## config.mk

```make
export PLATFORM = sky130hd
export DESIGN_NAME = dcm_result_fifo
export DESIGN_NICKNAME = d
export VERILOG_FILES = /design/src/design/dcm_pkg.sv /design/src/design/dcm_result_fifo.sv
export SDC_FILE = /design/constraint.sdc
export NUM_CORES = 1
export LEC_CHECK = 0
export BUFFER_PORTS_ARGS = -buffer_cell sky130_fd_sc_hd__buf_2
export CAP_MARGIN = 0
export CELL_PAD_IN_SITES_DETAIL_PLACEMENT = 1
export CELL_PAD_IN_SITES_GLOBAL_PLACEMENT = 2
export CORE_MARGIN = 1.5
export CORE_UTILIZATION = 38
export DETAILED_ROUTE_END_ITERATION = 10
export PLACE_DENSITY_LB_ADDON = 0.1
export SLEW_MARGIN = 40
export SYNTH_ARGS = -nofsm -noshare
export SYNTH_HDL_FRONTEND = slang
export SYNTH_SLANG_ARGS = --single-unit
```

## constraint.sdc

```tcl
create_clock -name i_clk -period 4.95 [get_ports i_clk]
set_clock_uncertainty 0.1 [all_clocks]
set_input_delay 1.2375 -clock i_clk [delete_from_list [all_inputs] [get_ports i_clk]]
set_output_delay 1.2375 -clock i_clk [all_outputs]
set_load 0.02 [all_outputs]
```

## src/design/dcm_pkg.sv

```systemverilog
`timescale 1ns / 1ps

package dcm_pkg;

    localparam int ST_W      = 7;
    localparam int SYM_W     = 8;
    localparam int ADDR_W    = ST_W + SYM_W;
    localparam int TBL_DEPTH = 1 << ADDR_W;
    localparam int WORD_W    = 32;
    localparam int ACT_W     = 16;
    localparam int POS_W     = 16;
    localparam int CAP_SLOTS = 16;
    localparam int CID_W     = 4;
    localparam int CNT_W     = 4;
    localparam int CFG_W     = 8;
    localparam int OUT_DEPTH = 4;
    localparam int OUT_PTR_W = 2;

    localparam logic [ST_W-1:0]  ANY_STATE  = 7'd1;
    localparam logic [POS_W-1:0] POS_LIMIT  = 16'hFFFE;
    localparam int               ACT_MATCH  = 15;
    localparam int               ACT_DONE   = 14;

    localparam logic [CFG_W-1:0] WILDCARD_RST = 8'd42;
    localparam logic [CNT_W-1:0] LIMIT_RST    = 4'd15;

    localparam logic FUNC_LOAD = 1'b0;
    localparam logic FUNC_DATA = 1'b1;

    localparam logic KIND_CAPTURE = 1'b0;
    localparam logic KIND_SUMMARY = 1'b1;

    localparam logic [1:0] STOP_END   = 2'd0;
    localparam logic [1:0] STOP_DONE  = 2'd1;
    localparam logic [1:0] STOP_LIMIT = 2'd2;

    localparam logic CFG_WILDCARD = 1'b0;
    localparam logic CFG_LIMIT    = 1'b1;

    typedef struct packed {
        logic              func;
        logic [ST_W-1:0]   table_state;
        logic [SYM_W-1:0]  table_symbol;
        logic [WORD_W-1:0] table_word;
        logic [SYM_W-1:0]  data_byte;
        logic              end_of_message;
    } t_in_item;

    typedef struct packed {
        logic              kind;
        logic [CID_W-1:0]  capture_id;
        logic [POS_W-1:0]  start_res;
        logic [POS_W-1:0]  length;
        logic [CNT_W-1:0]  match_count;
        logic [1:0]        stop_reason;
        logic              last;
    } t_out_item;

    typedef struct packed {
        logic              we;
        logic [ADDR_W-1:0] waddr;
        logic [WORD_W-1:0] wdata;
        logic              re;
        logic [ADDR_W-1:0] raddr0;
        logic [ADDR_W-1:0] raddr1;
    } t_ram_req;

    typedef struct packed {
        logic      push_a;
        logic      push_b;
        t_out_item item_a;
        t_out_item item_b;
    } t_push;

endpackage

```

## src/design/dcm_result_fifo.sv

```systemverilog
`timescale 1ns / 1ps

module dcm_result_fifo (
    input  logic               i_clk,
    input  logic               i_rst_n,
    input  dcm_pkg::t_push     i_push,
    output logic               o_free2,
    output logic               o_out_valid,
    input  logic               i_out_ready,
    output dcm_pkg::t_out_item o_out_data
);
    import dcm_pkg::*;

    t_out_item            r_mem [OUT_DEPTH];
    logic [OUT_PTR_W-1:0] r_head;
    logic [OUT_PTR_W-1:0] r_tail;
    logic [OUT_PTR_W:0]   r_cnt;
    logic [OUT_PTR_W-1:0] n_head;
    logic [OUT_PTR_W-1:0] n_tail;
    logic [OUT_PTR_W:0]   n_cnt;
    logic                 pop;
    logic [OUT_PTR_W:0]   push_n;

    assign o_out_valid = (r_cnt != '0);
    assign o_out_data  = r_mem[r_head];
    assign o_free2     = (r_cnt <= (OUT_PTR_W+1)'(OUT_DEPTH - 2));
    assign pop         = o_out_valid && i_out_ready;

    always_comb begin
        push_n = (OUT_PTR_W+1)'(i_push.push_a) + (OUT_PTR_W+1)'(i_push.push_b);
        n_head = pop ? OUT_PTR_W'(r_head + 1'b1) : r_head;
        n_tail = OUT_PTR_W'(r_tail + push_n[OUT_PTR_W-1:0]);
        n_cnt  = (OUT_PTR_W+1)'(r_cnt + push_n - (OUT_PTR_W+1)'(pop));
    end

    always_ff @(posedge i_clk) begin
        if (!i_rst_n) begin
            r_head <= '0;
            r_tail <= '0;
            r_cnt  <= '0;
        end else begin
            r_head <= n_head;
            r_tail <= n_tail;
            r_cnt  <= n_cnt;
        end
    end

    always_ff @(posedge i_clk) begin
        if (i_push.push_a) begin
            r_mem[r_tail] <= i_push.item_a;
        end
        if (i_push.push_b) begin
            r_mem[OUT_PTR_W'(r_tail + 1'b1)] <= i_push.item_b;
        end
    end

endmodule

```

## Word-level counts from Yosys, hierarchy flattened

Memory sizes are Yosys's and may differ from the RTL's. A register that Yosys moved wholly into a read port is not among the register bits.
Index checks and enable logic that the tools add are counted.

- Input bits: 93
- Register bits after elaboration: 7
- Memories: 1
- Word-level logic and storage cells: 19
- Output and inout bits: 46
- Memory bits (writable): 176

- Reduce and logical (&&, ||, !) cells: 2
- Add/subtract/negate cells: 6
- Multiplexer cells: 6
- Order comparisons: 1

Memory list:

| memory | depth | bits a word | read ports | clocked after Yosys merged registers in | wr ports | line | source |
|---|---|---|---|---|---|---|---|
| r_mem | 4 | 44 | 1 | 1 | 2 | dcm_result_fifo.sv:14 | `t_out_item r_mem [OUT_DEPTH];` |

Operators by type and width:

| kind | number |
|---|---|
| $add 2x1->2 const B | 2 |
| $mux 1 | 4 |
| $mux 2 | 2 |
| $add 3x2->3 | 1 |
| $le 3x2->1 const B | 1 |
| $reduce_bool 3->1 | 1 |
| $sub 3x1->3 | 1 |
| $add 1x1->2 | 1 |
| $add 2x2->2 | 1 |
| $logic_and 1x1->1 | 1 |

## Longest topological paths before layout

- Word-level depth: 4
- Depth in mapped cells: 9
- Mapped depth without buffers: 9

## Least setup slack after synthesis

No wires, ideal clock.

- Path kind: input-to-reg
- From: input i_push[89] (netlist name)
- To: memory r_mem[0][0] (netlist name) (enable)
- Cell stages on the path: 2
- Setup slack: -71 ps
- Data arrival time: 4414 ps
- Buffers on the path: 0
- Library setup time: 506 ps
- Cell sequence: nand2b_1 > o21ai_0

RTL lines:

| item | line | source |
|---|---|---|
| start, declared | dcm_result_fifo.sv:6 | `input dcm_pkg::t_push i_push,` |
| end, declared | dcm_result_fifo.sv:14 |  |

==> results.py <==
metrics = {
    "run_status": {
        "status": "completed",
    },
    "cells_and_area": {
        "seq_area_um2": 5470,
        "area_growth_syn_to_layout_pct": 19.4,
        "fin_cells": 957,
        "design_area_um2": 10700,
        "multi_input_area_um2": 3330,
        "fillers": 2293,
        "final_net_count": 721,
        "final_layout_size_suffix_gt1_frac": 0.654,
    },
    "routing": {
        "wl_mm": 21.8,
        "drc": 0,
        "num_vias": 4964,
        "viasPerCell": 5.19,
        "initialDrtViolationCount": 269,
        "wire_per_inst_um": 22.8,
        "first_pass_iters": 4,
        "drtAntennaViolNets": 0,
    },
    "setup_path": {
        "critPathKind": "register to primary output",
        "crit_chain": "buf_12 -> mux4_2 -> buf_2",
        "crit_fanout": 23,
        "start_kind": "register",
        "cp-end-kind": "primary output",
        "critPathSlowestCell": "dfxtp_4",
        "arrival_ps": 2210,
        "critical-path-max-stage-delay_ps": 690,
        "cp.required_ps": 3610,
    },
    "clock_network": {
        "ctsLongestPathBuffers": 2,
        "clkTransAtPathRegs_ps": 80,
        "cts.sinks": 185,
        "post_cts.repair.setup_buffers": 0,
        "clk-insertion-delay-late_ps": 420,
        "tritoncts": "done",
        "ctsHtreeMaxLevel": 4,
        "numCtsBuffers": 17,
        "cts_resized": 0,
        "ctsHoldBuffers": 0,
        "cts-root-buf": "clkbuf_16",
    },
    "floorplan": {
        "die_w_um": 157,
        "num_rows": 56,
        "die_y_um": 157,
        "start_util": 0.385,
        "pin_count": 139,
        "die-area_um2": 24600,
        "core_area_um2": 23300,
    },
    "sta": {
        "hold_viol": 0,
        "setup_viol": 0,
        "clock.fmax_mhz": 282,
        "timing.hold.ws_ps": 383,
        "post-route-min-period_ps": 3540,
        "rsz0062_at_grt": "false",
        "slew_headroom": 0.577,
        "slew_violations": 0,
        "finalCritPeriodShare": 0.716,
        "worstMarginPinSlew_ps": 634,
    },
    "placed_design": {
        "io_buffers": 138,
        "place_inst": 922,
        "post-dp-hpwl_mm": 14.1,
        "placed_cell_area_um2": 10100,
        "place.gp.congestion": 0.730,
    },
    "logic_synthesis": {
        "synthArstFlopShare": 0,
        "synth_edf_count": 176,
        "synth_top_area_cell": "edfxtp_1",
        "yosys_register_bits": 185,
        "synth_nets": 573,
        "yosysWarnings": 0,
        "synth.top_cell.area_share": 0.588,
        "synth.most_common_cell": "edfxtp_1",
        "syn-cell-area_um2": 8990,
        "syn_area_per_cell_um2": 19.0,
        "synthFlopType": "edfxtp_1",
        "synthTopCellsByCount": "edfxtp_1, mux2_2, mux4_2, dfxtp_1",
        "seq_area_frac_synth": 0.608,
        "synth_cell_types": 29,
        "synth_area_leaders": "edfxtp_1, mux2_2, mux4_2, dfxtp_1, buf_6",
        "synthCells": 474,
    },
    "global_route": {
        "track_usage": 0.187,
        "grt_max_degree": 32,
        "grt_pass1_vias": 5464,
        "antenna_found_initial": 3,
        "grt_pass1_wl_mm": 33.0,
        "grt_overflow_total": 0,
    },
    "worst_hold_path": {
        "min_path_type": "register to register",
    },
    "run": {
        "cap_violations": 0,
    },
    "pwr": {
        "p_per_area_nw_per_um2": 445,
        "vdd.ir_drop.worst_mv": 0.163,
        "leakagePower_nw": 3.81,
    },
}
==> worst paths after layout <==
path	from	end	slack, ps	cells after the start
max	register	o_out_data[1]	1410	3
min reg2reg	r_head[1]$_SDFFE_PN0P_	register	380	2
max reg2reg	r_tail[1]$_SDFF_PN0_	r_mem[0][9]$_DFFE_PP_	2460	3
min	r_head[1]$_SDFFE_PN0P_	register	380	2
==> critical path, delay by kind of cell (launching register included) <==
kind / cells / cell delay [ps]
buffers and inverters: 2 / 480
flip-flops: 1 / 690
multiplexers: 1 / 580
==> flip-flops by register name (all words and copies together) (netlist names), named ones only <==
signal,flops
r_mem,176
r_cnt,3
r_head,2
r_tail,2
==> through the flow <==
| stage | power (mW) | setup TNS, ps | utilization | setup slack [ps] |
|---|---|---|---|---|
| global placement | 3.41 | 0 | 0.431 | 1660 |
| finish | 4.78 | 0 | 0.460 | 1410 |
| floorplan | 3.01 | -6220 | - | -70.6 |
| CTS | 4.85 | 0 | 0.460 | 1310 |
| global route | 5.00 | 0 | 0.460 | 1260 |
| detailed placement | 3.47 | 0 | 0.435 | 1730 |
==> area by class of cell <==
| cell class | count | share of cell area |
|---|---|---|
| Timing Repair Buffer | 158 | 0.0862 |
| Clock buffer | 17 | 0.0396 |
| Multi-Input combinational cell | 254 | 0.310 |
| Sequential cell | 185 | 0.510 |
| Tap cell | 319 | 0.0372 |
| Clock inverter | 15 | 0.0142 |
| Antenna cell | 3 | 0.000699 |
| Inverter | 6 | 0.00210 |
==> power breakdown <==
group | internal (mW) | switching, mW
logic | 0.615 | 0.681
clock network | 0.716 | 0.653
registers | 1.98 | 0.133
==> per-layer routing <==
metal,global-route usage,share of wire
met5,0,0
met4,0.0590,0.014
met3,0.0510,0.052
met2,0.322,0.51
met1,0.227,0.42
==> placed cells by master, fill, tap and decap left out, drive strengths merged, types with 2 or more instances in the layout <==
master    n
edfxtp  176
mux2    176
buf     158
mux4     44
clkbuf   17
inv      16
dfxtp     9
ha        5
mux2i     4
diode     3
nand2b    3
and2      3
clkinv    3
nor2      2
o21ai     2
nor2b     2
nand2     2
xnor3     2
nand3b    2
==> cell families (layout without fill, tap and decap cells) <==
kind of cell             after synthesis  after routing  share of synthesized area
multiplexers                         224            224                      0.335
AO/OA/AOI/OAI                          5              5                    0.00362
XOR/XNOR                               2              2                    0.00501
flip-flops                           185            185                      0.608
adder cells (fa/ha/maj)                6              6                    0.00919
other                                  0              3                          0
buffers and inverters                 35            196                     0.0259
AND/OR/NAND/NOR                       17             17                     0.0132
(Power assumes the default switching activity.)
