`src/design/dcm_pkg.sv`:
```
`timescale 1ns / 1ps

package dcm_pkg;

    localparam int ST_W      = 7;
    localparam int SYM_W     = 8;
    localparam int ADDR_W    = ST_W + SYM_W;
    localparam int TBL_DEPTH = 1 << ADDR_W;
    localparam int WORD_W    = 32;
    localparam int ACT_W     = 16;
    localparam int POS_W     = 16;
    localparam int CAP_SLOTS = 16;
    localparam int CID_W     = 4;
    localparam int CNT_W     = 4;
    localparam int CFG_W     = 8;
    localparam int OUT_DEPTH = 4;
    localparam int OUT_PTR_W = 2;

    localparam logic [ST_W-1:0]  ANY_STATE  = 7'd1;
    localparam logic [POS_W-1:0] POS_LIMIT  = 16'hFFFE;
    localparam int               ACT_MATCH  = 15;
    localparam int               ACT_DONE   = 14;

    localparam logic [CFG_W-1:0] WILDCARD_RST = 8'd42;
    localparam logic [CNT_W-1:0] LIMIT_RST    = 4'd15;

    localparam logic FUNC_LOAD = 1'b0;
    localparam logic FUNC_DATA = 1'b1;

    localparam logic KIND_CAPTURE = 1'b0;
    localparam logic KIND_SUMMARY = 1'b1;

    localparam logic [1:0] STOP_END   = 2'd0;
    localparam logic [1:0] STOP_DONE  = 2'd1;
    localparam logic [1:0] STOP_LIMIT = 2'd2;

    localparam logic CFG_WILDCARD = 1'b0;
    localparam logic CFG_LIMIT    = 1'b1;

    typedef struct packed {
        logic              func;
        logic [ST_W-1:0]   table_state;
        logic [SYM_W-1:0]  table_symbol;
        logic [WORD_W-1:0] table_word;
        logic [SYM_W-1:0]  data_byte;
        logic              end_of_message;
    } t_in_item;

    typedef struct packed {
        logic              kind;
        logic [CID_W-1:0]  capture_id;
        logic [POS_W-1:0]  start_res;
        logic [POS_W-1:0]  length;
        logic [CNT_W-1:0]  match_count;
        logic [1:0]        stop_reason;
        logic              last;
    } t_out_item;

    typedef struct packed {
        logic              we;
        logic [ADDR_W-1:0] waddr;
        logic [WORD_W-1:0] wdata;
        logic              re;
        logic [ADDR_W-1:0] raddr0;
        logic [ADDR_W-1:0] raddr1;
    } t_ram_req;

    typedef struct packed {
        logic      push_a;
        logic      push_b;
        t_out_item item_a;
        t_out_item item_b;
    } t_push;

endpackage

```
`src/design/dcm_engine.sv`:
```
`timescale 1ns / 1ps

module dcm_engine (
    input  logic                          i_clk,
    input  logic                          i_rst_n,
    input  logic                          i_in_valid,
    output logic                          o_in_ready,
    input  dcm_pkg::t_in_item             i_in_data,
    input  logic [dcm_pkg::SYM_W-1:0]     i_wildcard,
    input  logic [dcm_pkg::CNT_W-1:0]     i_limit,
    input  logic                          i_free2,
    input  logic [dcm_pkg::WORD_W-1:0]    i_rd0,
    input  logic [dcm_pkg::WORD_W-1:0]    i_rd1,
    output dcm_pkg::t_ram_req             o_req,
    output dcm_pkg::t_push                o_push
);
    import dcm_pkg::*;

    localparam logic [1:0] S_CLEAR = 2'd0;
    localparam logic [1:0] S_IDLE  = 2'd1;
    localparam logic [1:0] S_LOOK1 = 2'd2;
    localparam logic [1:0] S_LOOK2 = 2'd3;

    logic [1:0]        r_state,  n_state;
    logic [ADDR_W-1:0] r_clr,    n_clr;
    logic              r_in_vld, n_in_vld;
    t_in_item          r_in;
    logic [SYM_W-1:0]  r_byte,   n_byte;
    logic              r_eom,    n_eom;
    logic [ST_W-1:0]   r_mst,    n_mst;
    logic [POS_W-1:0]  r_pos,    n_pos;
    logic [CNT_W-1:0]  r_cnt,    n_cnt;
    logic [1:0]        r_halt,   n_halt;
    logic [POS_W-1:0]  r_starts [CAP_SLOTS];
    logic [POS_W-1:0]  n_starts [CAP_SLOTS];

    logic              take;
    logic              accept;
    logic [WORD_W-1:0] w;
    logic [ST_W-1:0]   nxt;
    logic [ACT_W-1:0]  act;
    logic [CID_W-1:0]  cid;
    logic [POS_W-1:0]  st;
    logic [CNT_W-1:0]  cnt1;
    logic              stepped;
    logic              summary;
    t_out_item         cap_item;
    t_out_item         sum_item;

    function automatic logic [WORD_W-1:0] pick(input logic [WORD_W-1:0] a,
                                               input logic [WORD_W-1:0] b);
        pick = (a != '0) ? a : b;
    endfunction

    assign take       = (r_state == S_IDLE) && r_in_vld && i_free2;
    assign o_in_ready = i_rst_n && (!r_in_vld || take);
    assign accept     = i_in_valid && o_in_ready;

    always_comb begin
        n_state  = r_state;
        n_clr    = r_clr;
        n_in_vld = take ? accept : (r_in_vld || accept);
        n_byte   = r_byte;
        n_eom    = r_eom;
        n_mst    = r_mst;
        n_pos    = r_pos;
        n_cnt    = r_cnt;
        n_halt   = r_halt;
        n_starts = r_starts;
        o_req    = '0;
        o_push   = '0;
        summary  = 1'b0;
        stepped  = 1'b0;
        cap_item = '0;
        sum_item = '0;

        w    = pick(i_rd0, i_rd1);
        nxt  = (w == '0) ? ANY_STATE : w[ST_W-1:0];
        act  = w[WORD_W-1 -: ACT_W];
        cid  = act[CID_W-1:0];
        st   = r_starts[cid];
        cnt1 = CNT_W'(r_cnt + 1'b1);

        unique case (r_state)
            S_CLEAR: begin
                o_req.we    = 1'b1;
                o_req.waddr = r_clr;
                o_req.wdata = '0;
                n_clr       = ADDR_W'(r_clr + 1'b1);
                if (r_clr == '1) begin
                    n_state = S_IDLE;
                end
            end
            S_IDLE: begin
                if (take) begin
                    if (r_in.func == FUNC_LOAD) begin
                        o_req.we    = 1'b1;
                        o_req.waddr = {r_in.table_state, r_in.table_symbol};
                        o_req.wdata = r_in.table_word;
                    end else if (r_halt == STOP_END && r_pos < POS_LIMIT) begin
                        o_req.re     = 1'b1;
                        o_req.raddr0 = {r_mst, r_in.data_byte};
                        o_req.raddr1 = {r_mst, i_wildcard};
                        n_byte       = r_in.data_byte;
                        n_eom        = r_in.end_of_message;
                        n_state      = S_LOOK1;
                    end else begin
                        summary = r_in.end_of_message;
                    end
                end
            end
            S_LOOK1: begin
                stepped = 1'b1;
                if (act[ACT_MATCH]) begin
                    cap_item.kind        = KIND_CAPTURE;
                    cap_item.capture_id  = cid;
                    cap_item.start_res   = st;
                    cap_item.length      = POS_W'(r_pos - st + 1'b1);
                    cap_item.match_count = cnt1;
                    cap_item.stop_reason = STOP_END;
                    cap_item.last        = !r_eom;
                    o_push.push_a        = 1'b1;
                    o_push.item_a        = cap_item;
                    n_cnt                = cnt1;
                    if (cnt1 >= i_limit) begin
                        n_halt  = STOP_LIMIT;
                        stepped = 1'b0;
                    end else begin
                        nxt = ANY_STATE;
                    end
                end else if (act[ACT_DONE]) begin
                    n_halt  = STOP_DONE;
                    stepped = 1'b0;
                end
                n_pos   = POS_W'(r_pos + 1'b1);
                n_state = S_IDLE;
                if (stepped) begin
                    n_mst         = nxt;
                    n_starts[cid] = r_pos;
                end
                if (stepped && nxt == ANY_STATE) begin
                    o_req.re     = 1'b1;
                    o_req.raddr0 = {ANY_STATE, r_byte};
                    o_req.raddr1 = {ANY_STATE, i_wildcard};
                    n_state      = S_LOOK2;
                end else begin
                    summary = r_eom;
                end
            end
            S_LOOK2: begin
                n_mst   = nxt;
                n_state = S_IDLE;
                summary = r_eom;
            end
            default: begin
                n_state = S_IDLE;
            end
        endcase

        if (summary) begin
            sum_item.kind        = KIND_SUMMARY;
            sum_item.capture_id  = '0;
            sum_item.start_res   = '0;
            sum_item.length      = '0;
            sum_item.match_count = n_cnt;
            sum_item.stop_reason = n_halt;
            sum_item.last        = 1'b1;
            if (o_push.push_a) begin
                o_push.push_b = 1'b1;
                o_push.item_b = sum_item;
            end else begin
                o_push.push_a = 1'b1;
                o_push.item_a = sum_item;
            end
            n_mst  = '0;
            n_pos  = '0;
            n_cnt  = '0;
            n_halt = STOP_END;
            for (int k = 0; k < CAP_SLOTS; k++) begin
                n_starts[k] = '0;
            end
        end
    end

    always_ff @(posedge i_clk) begin
        if (!i_rst_n) begin
            r_state  <= S_CLEAR;
            r_clr    <= '0;
            r_in_vld <= 1'b0;
            r_mst    <= '0;
            r_pos    <= '0;
            r_cnt    <= '0;
            r_halt   <= STOP_END;
            for (int k = 0; k < CAP_SLOTS; k++) begin
                r_starts[k] <= '0;
            end
        end else begin
            r_state  <= n_state;
            r_clr    <= n_clr;
            r_in_vld <= n_in_vld;
            r_mst    <= n_mst;
            r_pos    <= n_pos;
            r_cnt    <= n_cnt;
            r_halt   <= n_halt;
            r_starts <= n_starts;
        end
    end

    always_ff @(posedge i_clk) begin
        if (accept) begin
            r_in <= i_in_data;
        end
        r_byte <= n_byte;
        r_eom  <= n_eom;
    end

endmodule

```
`config.mk`:
```
export PLATFORM = sky130hd
export DESIGN_NAME = dcm_engine
export DESIGN_NICKNAME = d
export VERILOG_FILES = /design/src/design/dcm_pkg.sv /design/src/design/dcm_engine.sv
export SDC_FILE = /design/constraint.sdc
export NUM_CORES = 1
export LEC_CHECK = 0
export BUFFER_PORTS_ARGS = -buffer_cell sky130_fd_sc_hd__buf_4
export CORE_MARGIN = 8
export CORE_UTILIZATION = 60
export CTS_CLUSTER_DIAMETER = 150
export DETAILED_ROUTE_END_ITERATION = 8
export GPL_TIMING_DRIVEN = 0
export PLACE_DENSITY = 0.8
export RECOVER_POWER = 25
export SYNTH_ARGS = -nofsm -noshare
export SYNTH_HDL_FRONTEND = slang
export SYNTH_SLANG_ARGS = --single-unit
```
`constraint.sdc`:
```
create_clock -name i_clk -period 14.85 [get_ports i_clk]
set_input_delay 2.97 -clock i_clk [delete_from_list [all_inputs] [get_ports i_clk]]
set_output_delay 2.97 -clock i_clk [all_outputs]
set_load 0.005 [all_outputs]
```
Word-level counts from Yosys, hierarchy flattened
Cells that the tools add are included.
{"block": "word_totals", "ff_bits": 369, "latchBits": 0, "ramBits": 0, "mem_bits_ro": 0, "out_inout_bits": 170, "elab_cells": 123, "n_memories": 0}
{"block": "op_classes", "n_addsub": 5, "n_mul": 0, "div_mod_pow": 0, "magnitude_cmp": 4, "eq_ne": 10, "shift": 0, "n_mux": 50, "bitwise": 2, "n_reduce_logical": 21}
{"cell": "256-bit bitwise mux", "count": 1}
{"cell": "48-bit case mux with 2 select lines", "count": 1}
{"cell": "31-bit two-way mux", "count": 3}
{"cell": "90-bit two-way mux", "count": 1}
{"cell": "44-bit two-way mux", "count": 2}
{"cell": "43-bit two-way mux", "count": 2}
{"cell": "79-bit two-way mux", "count": 1}
{"cell": "16-bit binary-select mux with 4-bit select", "count": 1}
{"cell": "16-bit demux with 4-bit select", "count": 1}
{"cell": "31-bit case mux with 2 select lines", "count": 1}
{"cell": "16-bit two-way mux", "count": 3}
{"cell": "48-bit two-way mux", "count": 1}
{"cell": "7-bit two-way mux", "count": 5}
{"cell": "16-bit by 1-bit adder with 16-bit output (second input constant)", "count": 2}
{"cell": "32-bit logical NOT", "count": 1}
{"cell": "32-bit two-way mux", "count": 1}
{"cell": "32-bit nonzero test", "count": 1}
{"cell": "2-bit two-way mux", "count": 9}
{"cell": "16-bit < comparator (second input constant)", "count": 1}
{"cell": "16-bit subtractor", "count": 1}
{"cell": "15-bit by 1-bit adder with 15-bit output (second input constant)", "count": 1}
{"cell": "15-bit == test (second input constant)", "count": 1}
{"cell": "7-bit case mux with 2 select lines", "count": 1}
{"cell": "1-bit two-way mux", "count": 12}
{"cell": "22 further kinds", "count": 38}

Logic depth before layout (Yosys ltp)
{"block": "depth", "ltp_word": 12, "mapped_depth": 23, "depth_no_buf": 20}

Worst setup path before layout
OpenSTA, ideal clock, no wires.
{"block": "synth_path", "path_type": "input-to-output", "startpoint": "input i_rd0[16] in the netlist's numbering", "endpoint": "output o_push[65] in the netlist's numbering", "arrival_ps": 7384, "slack_ps": 4496, "stages": 19, "path_cell_list": "buf_4 -> nor2_1 -> nand4_4 -> nor3_2 -> mux2_2 -> buf_6 -> a222oi_1 -> a21oi_1 -> a2111oi_0 -> ha_1 -> ha_1 -> a21o_1 -> a21oi_1 -> o21ai_0 -> o211a_1 -> a41o_1 -> o41ai_1 -> o21ai_0 -> mux2i_1"}
{"item": "start, declared", "line": "dcm_engine.sv:12", "text": "input logic [dcm_pkg::WORD_W-1:0] i_rd0,"}
{"item": "end, declared", "line": "dcm_engine.sv:15", "text": "output dcm_pkg::t_push o_push"}

==> results.md <==
Synth:
- The number of warnings printed during yosys synthesis is 0.
- The most used flip-flop cell after synthesis is sky130_fd_sc_hd__dfxtp_1.
- By count the netlist is led by sky130_fd_sc_hd__dfxtp_1, sky130_fd_sc_hd__nand2_1, sky130_fd_sc_hd__nor2_1, sky130_fd_sc_hd__nand3_1, sky130_fd_sc_hd__a21oi_1.
- Ranked by total cell area, the synthesized netlist is headed by sky130_fd_sc_hd__dfxtp_1, sky130_fd_sc_hd__edfxtp_1, sky130_fd_sc_hd__nand3_1.
- In this run, synthesis produced a sequential element count of 369.
- The number of flops mapped to enable cells by yosys is 66.
- In the synthesized netlist the async set-or-reset flop fraction comes to 0%.
- The biggest area contributor in the post-synthesis netlist is sky130_fd_sc_hd__dfxtp_1.
- The synthesized netlist cell count is 2129.
- Among all cell types in the netlist, the one instantiated most often is sky130_fd_sc_hd__dfxtp_1.
- After synthesis, the mean cell area works out to 8.619 um2.
- Summing every instance area after synthesis gives 18350 um2.
- The share of the Yosys chip area taken by registers is 43.86%.
- The netlist uses 75 different library cells.
- Of the post-synthesis cell area, the dominant cell type holds 33.06%.

STA:
- The worst path uses 86.45% of the clock period.
- Between clock sinks in the finished design, the worst skew comes to 0.02312 ns.
- Setup repair after global routing left no endpoint under its margin.
- The count of endpoints failing setup in the final report is 0.
- Adding up every negative setup slack in the final design gives 0 ns.
- The number of max-slew violations in the final report was 40.
- Timing would allow up to 0.07789 GHz.
- At the pin with the least slew margin, the transition time is 1.993 ns.
- The final hold violation count is 0.
- The worst pin sits at a relative slew slack of -32.88%.
- The clock period minus final worst setup slack is 12.84 ns.

Worst setup path:
- On the critical path, the stage with the largest delay is an instance of sky130_fd_sc_hd__mux2i_1.
- The largest fanout of any net on the critical path is 10.
- The required time at the worst-slack endpoint is 11.88 ns.
- The delay contributed by the slowest stage of the critical path is 1.02 ns.
- At the worst endpoint, the arrival time is 9.87 ns.
- The kind of end point of the critical path is an output port.
- In this run the critical register-to-register path is launched from r_state[1]$_SDFFE_PN0P_.
- The kind of launch point of the worst setup path is a primary input.
- The start point of the critical path is i_rd0[2].
- The critical path is of the primary input to output port type.
- The critical path goes through buf_4 -> nor4_2 -> nand3_1 -> nor3_2 -> buf_4 -> mux2i_1 -> clkbuf_1 -> nor2_1 -> o31ai_1 -> o2111ai_1 -> ha_1 -> ha_1 -> a21oi_1 -> o21ai_0 -> o211a_1 -> a41o_1 -> o41ai_1 -> o21ai_0 -> mux2i_1 -> buf_4.
- By instance count, the cell type seen most on the critical path is sky130_fd_sc_hd__buf_4.

Global route:
- The number of global-route vias before repair came to 17072.
- Across every metal layer, demand over resource in global routing totals 32.99%.
- Global routing finished with a remaining overflow of 0.
- The initial antenna violation count came to 1.
- Entering global routing, the biggest net connects 40 pins.
- The global-route wire length before repair is 95.17 mm.

Floorplanning:
- The I/O pin count is 307.
- The chip height is 190.9 um.
- The initialized floorplan defines 64 standard-cell rows.
- The floorplan step defined a die boundary enclosing 36440 um2.
- The die boundary width is 190.9 um.
- After floorplanning, the core was sized to cover 30350 um2.
- The initial utilization of the core area, before any placement, comes to 60.46%.

Clock tree:
- The clock net in this run drives a total of 369 sinks.
- The later-pin clock latency in the skew report is 0.55 ns.
- The cell sitting at the root of the clock tree is a sky130_fd_sc_hd__clkbuf_16.
- The quantity of gates resized following cts is 0.
- In this run the deepest clock path goes through 3 buffers.
- Clock tree synthesis inserted a total of 39 buffers.
- TritonCTS built the clock tree.
- In this run, post-CTS hold repair placed 0 buffers.
- The H-tree depth is 2.
- The buffers inserted during post-CTS setup optimization is 0.
- After clock tree synthesis, the clock-pin slew on the worst setup and hold paths is 0.06 ns.

Power:
- In this run the power spent charging and discharging nets is 0.0005322 W.
- The fraction of power consumed by combinational cells is 8.3%.
- The maximum vdd drop is 0.09735 mV.
- Net switching is 23.87% of the power.
- The internal cell power is 0.001698 W.
- The reported leakage power is 9.187 nW.
- The clock network accounts for 45.5% of the total power.
- In this run, flip-flops and latches consume 46.1% of the power.
- The power density normalized to cell area is 99.90 nW/um2.
- Summing internal, switching and leakage power gives 0.002230 W.

Outcome:
- The flow ran to the end, but the final reports show violations.
- The final reports fail on capacitance limit, slew limit.

Drt:
- After detailed routing, the total wire length is 62.11 mm.
- In the routed layout, each cell is associated on average with a via count of 6.038.
- The first TritonRoute pass finished after 7 iterations.
- The detail route stage leaves a number of antenna-violating nets equal to 0.
- The routed wirelength normalized by instance count is 21.40 um.
- The number of remaining DRC errors is 0.
- The detailed router placed 17523 vias in this run.
- The number of DRC markers in iteration 0 is 2168.

Job:
- The tool flagged a number of max-cap violations equal to 1.

Placed design:
- The detailed-placement wirelength estimate is 46.98 mm.
- In this run the tool buffered the top-level ports with 268 buffer cells.
- Routability-driven placement finished with a final weighted congestion of 0.9797.

Finish:
- For this run, the post-layout net count is 2656.
- From synthesis to final layout, the design area changed by 21.66%.
- The share of layout cells above drive strength 1 is 20.80%.

Worst hold path:
- The source of the worst hold timing path is r_in[5]$_DFFE_PP_.
- The kind of path behind the tightest hold check is flop to flop.
## state kept, by name, indices dropped and copies added, names as in the netlist
register and count:
r_cnt 4, r_clr 15, r_in 57, r_state 2, r_byte 8, r_mst 7, r_pos 16, r_in_vld 1
r_eom 1, r_halt 2, r_starts 256
## placed cells by master, fill, tap and decap left out, drive strengths merged, types with 5 or more instances in the layout
| cell | netlist | routed |
|---|---|---|
| buf | 131 | 340 |
| dfxtp | 303 | 303 |
| nand2 | 268 | 268 |
| nor2 | 248 | 248 |
| a21oi | 226 | 226 |
| nand3 | 211 | 211 |
| clkbuf | 95 | 206 |
| mux2i | 68 | 68 |
| edfxtp | 66 | 66 |
| and2 | 61 | 61 |
| o22ai | 53 | 53 |
| ha | 42 | 42 |
| o31ai | 41 | 41 |
| conb | 1 | 36 |
| inv | 34 | 36 |
| o21ai | 26 | 26 |
| nor3 | 22 | 22 |
| xor2 | 20 | 20 |
| xnor2 | 20 | 20 |
| a22o | 15 | 15 |
| and3 | 14 | 14 |
| o2111ai | 14 | 14 |
| nor4 | 14 | 14 |
| nor2b | 13 | 13 |
| nand4 | 12 | 12 |
| clkinv | 0 | 11 |
| nand2b | 9 | 9 |
| a22oi | 9 | 9 |
| or3 | 9 | 9 |
| a21boi | 8 | 8 |
| mux4 | 8 | 8 |
| a222oi | 8 | 8 |
| bufinv | 0 | 6 |
| a31oi | 5 | 5 |
| o21a | 5 | 5 |
| a32oi | 5 | 5 |
| o41ai | 5 | 5 |
## power by group through the flow
stage	clock network, W	logic [W]	registers (W)
6_report	0.00102	0.000186	0.00103
5_1_grt	0.00106	0.000195	0.00103
4_1_cts	0.00102	0.000180	0.00103
3_5_place_dp	0	0.000179	0.00105
3_3_place_gp	0	0.000175	0.00105
2_1_floorplan	0	0.0000999	0.00105
## metrics by stage
| step | cell area, um2 | hold slack (ns) | setup slack [ns] | std cells | util, % |
|---|---|---|---|---|---|
| floorplan | 18480 | 0.4264 | 4.496 | 2164 | - |
| global placement | 20990 | 0.4358 | 2.572 | 2828 | 69.16 |
| detailed placement | 21010 | 0.4382 | 2.473 | 2829 | 69.23 |
| CTS | 22340 | 0.4522 | 2.424 | 2899 | 73.60 |
| global route | 22320 | 0.4662 | 1.855 | 2902 | 73.56 |
| finish | 22320 | 0.4513 | 2.012 | 2902 | 73.56 |
## cells by family after synthesis
family                     after synthesis  synth area share, %
other                                    1              0.02044
muxes                                   78                4.814
and+or+nand+nor                        894                22.51
xor gates and xnor gates                40                1.909
AOI/OAI and AO/OA                      444                15.72
DFF                                    369                43.86
buffers and inverters                  260                8.189
adders and majority gates               43                2.973
## path summary, 6_finish.rpt
| path | depth (start not counted) | endpoint | slack (ns) |
|---|---|---|---|
| min reg2reg | 0 | r_byte[4]$_DFFE_PP_ | 0.45 |
| max | 20 | o_push[65] | 2.01 |
| max reg2reg | 6 | r_in[40]$_DFFE_PP_ | 10.78 |
| min | 0 | r_byte[4]$_DFFE_PP_ | 0.45 |
## worst max-delay path, delay by kind of cell
family | cells | cell delay (ns)
multiplexers | 2 | 1.21
AND/OR/NAND/NOR | 4 | 1.24
adder cells (fa/ha/maj) | 2 | 0.73
buffers and inverters | 4 | 1.18
AO/OA/AOI/OAI | 8 | 2.51
## layer usage
layer	global-route usage [%]	routed length (um)	vias to the layer above
met3	7.626	7082	188
met1	41.23	23550	8254
met5	0	0	-
li1	-	-	8075
met4	13.07	2472	0
met2	54.47	29000	1006
## final cells by class
cell class                      count  area [um2]
Clock inverter                     21       292.8
Timing Repair Buffer              271        2018
Clock buffer                       49        1033
Fill cell                        2347        8025
Multi-Input combinational cell   1535        8931
Sequential cell                   369        8048
Buffer                            226        1375
Tap cell                          396       495.5
Antenna cell                        1       2.502
Inverter                           34       127.6
No activity file was read; power rests on OpenSTA's default activity.
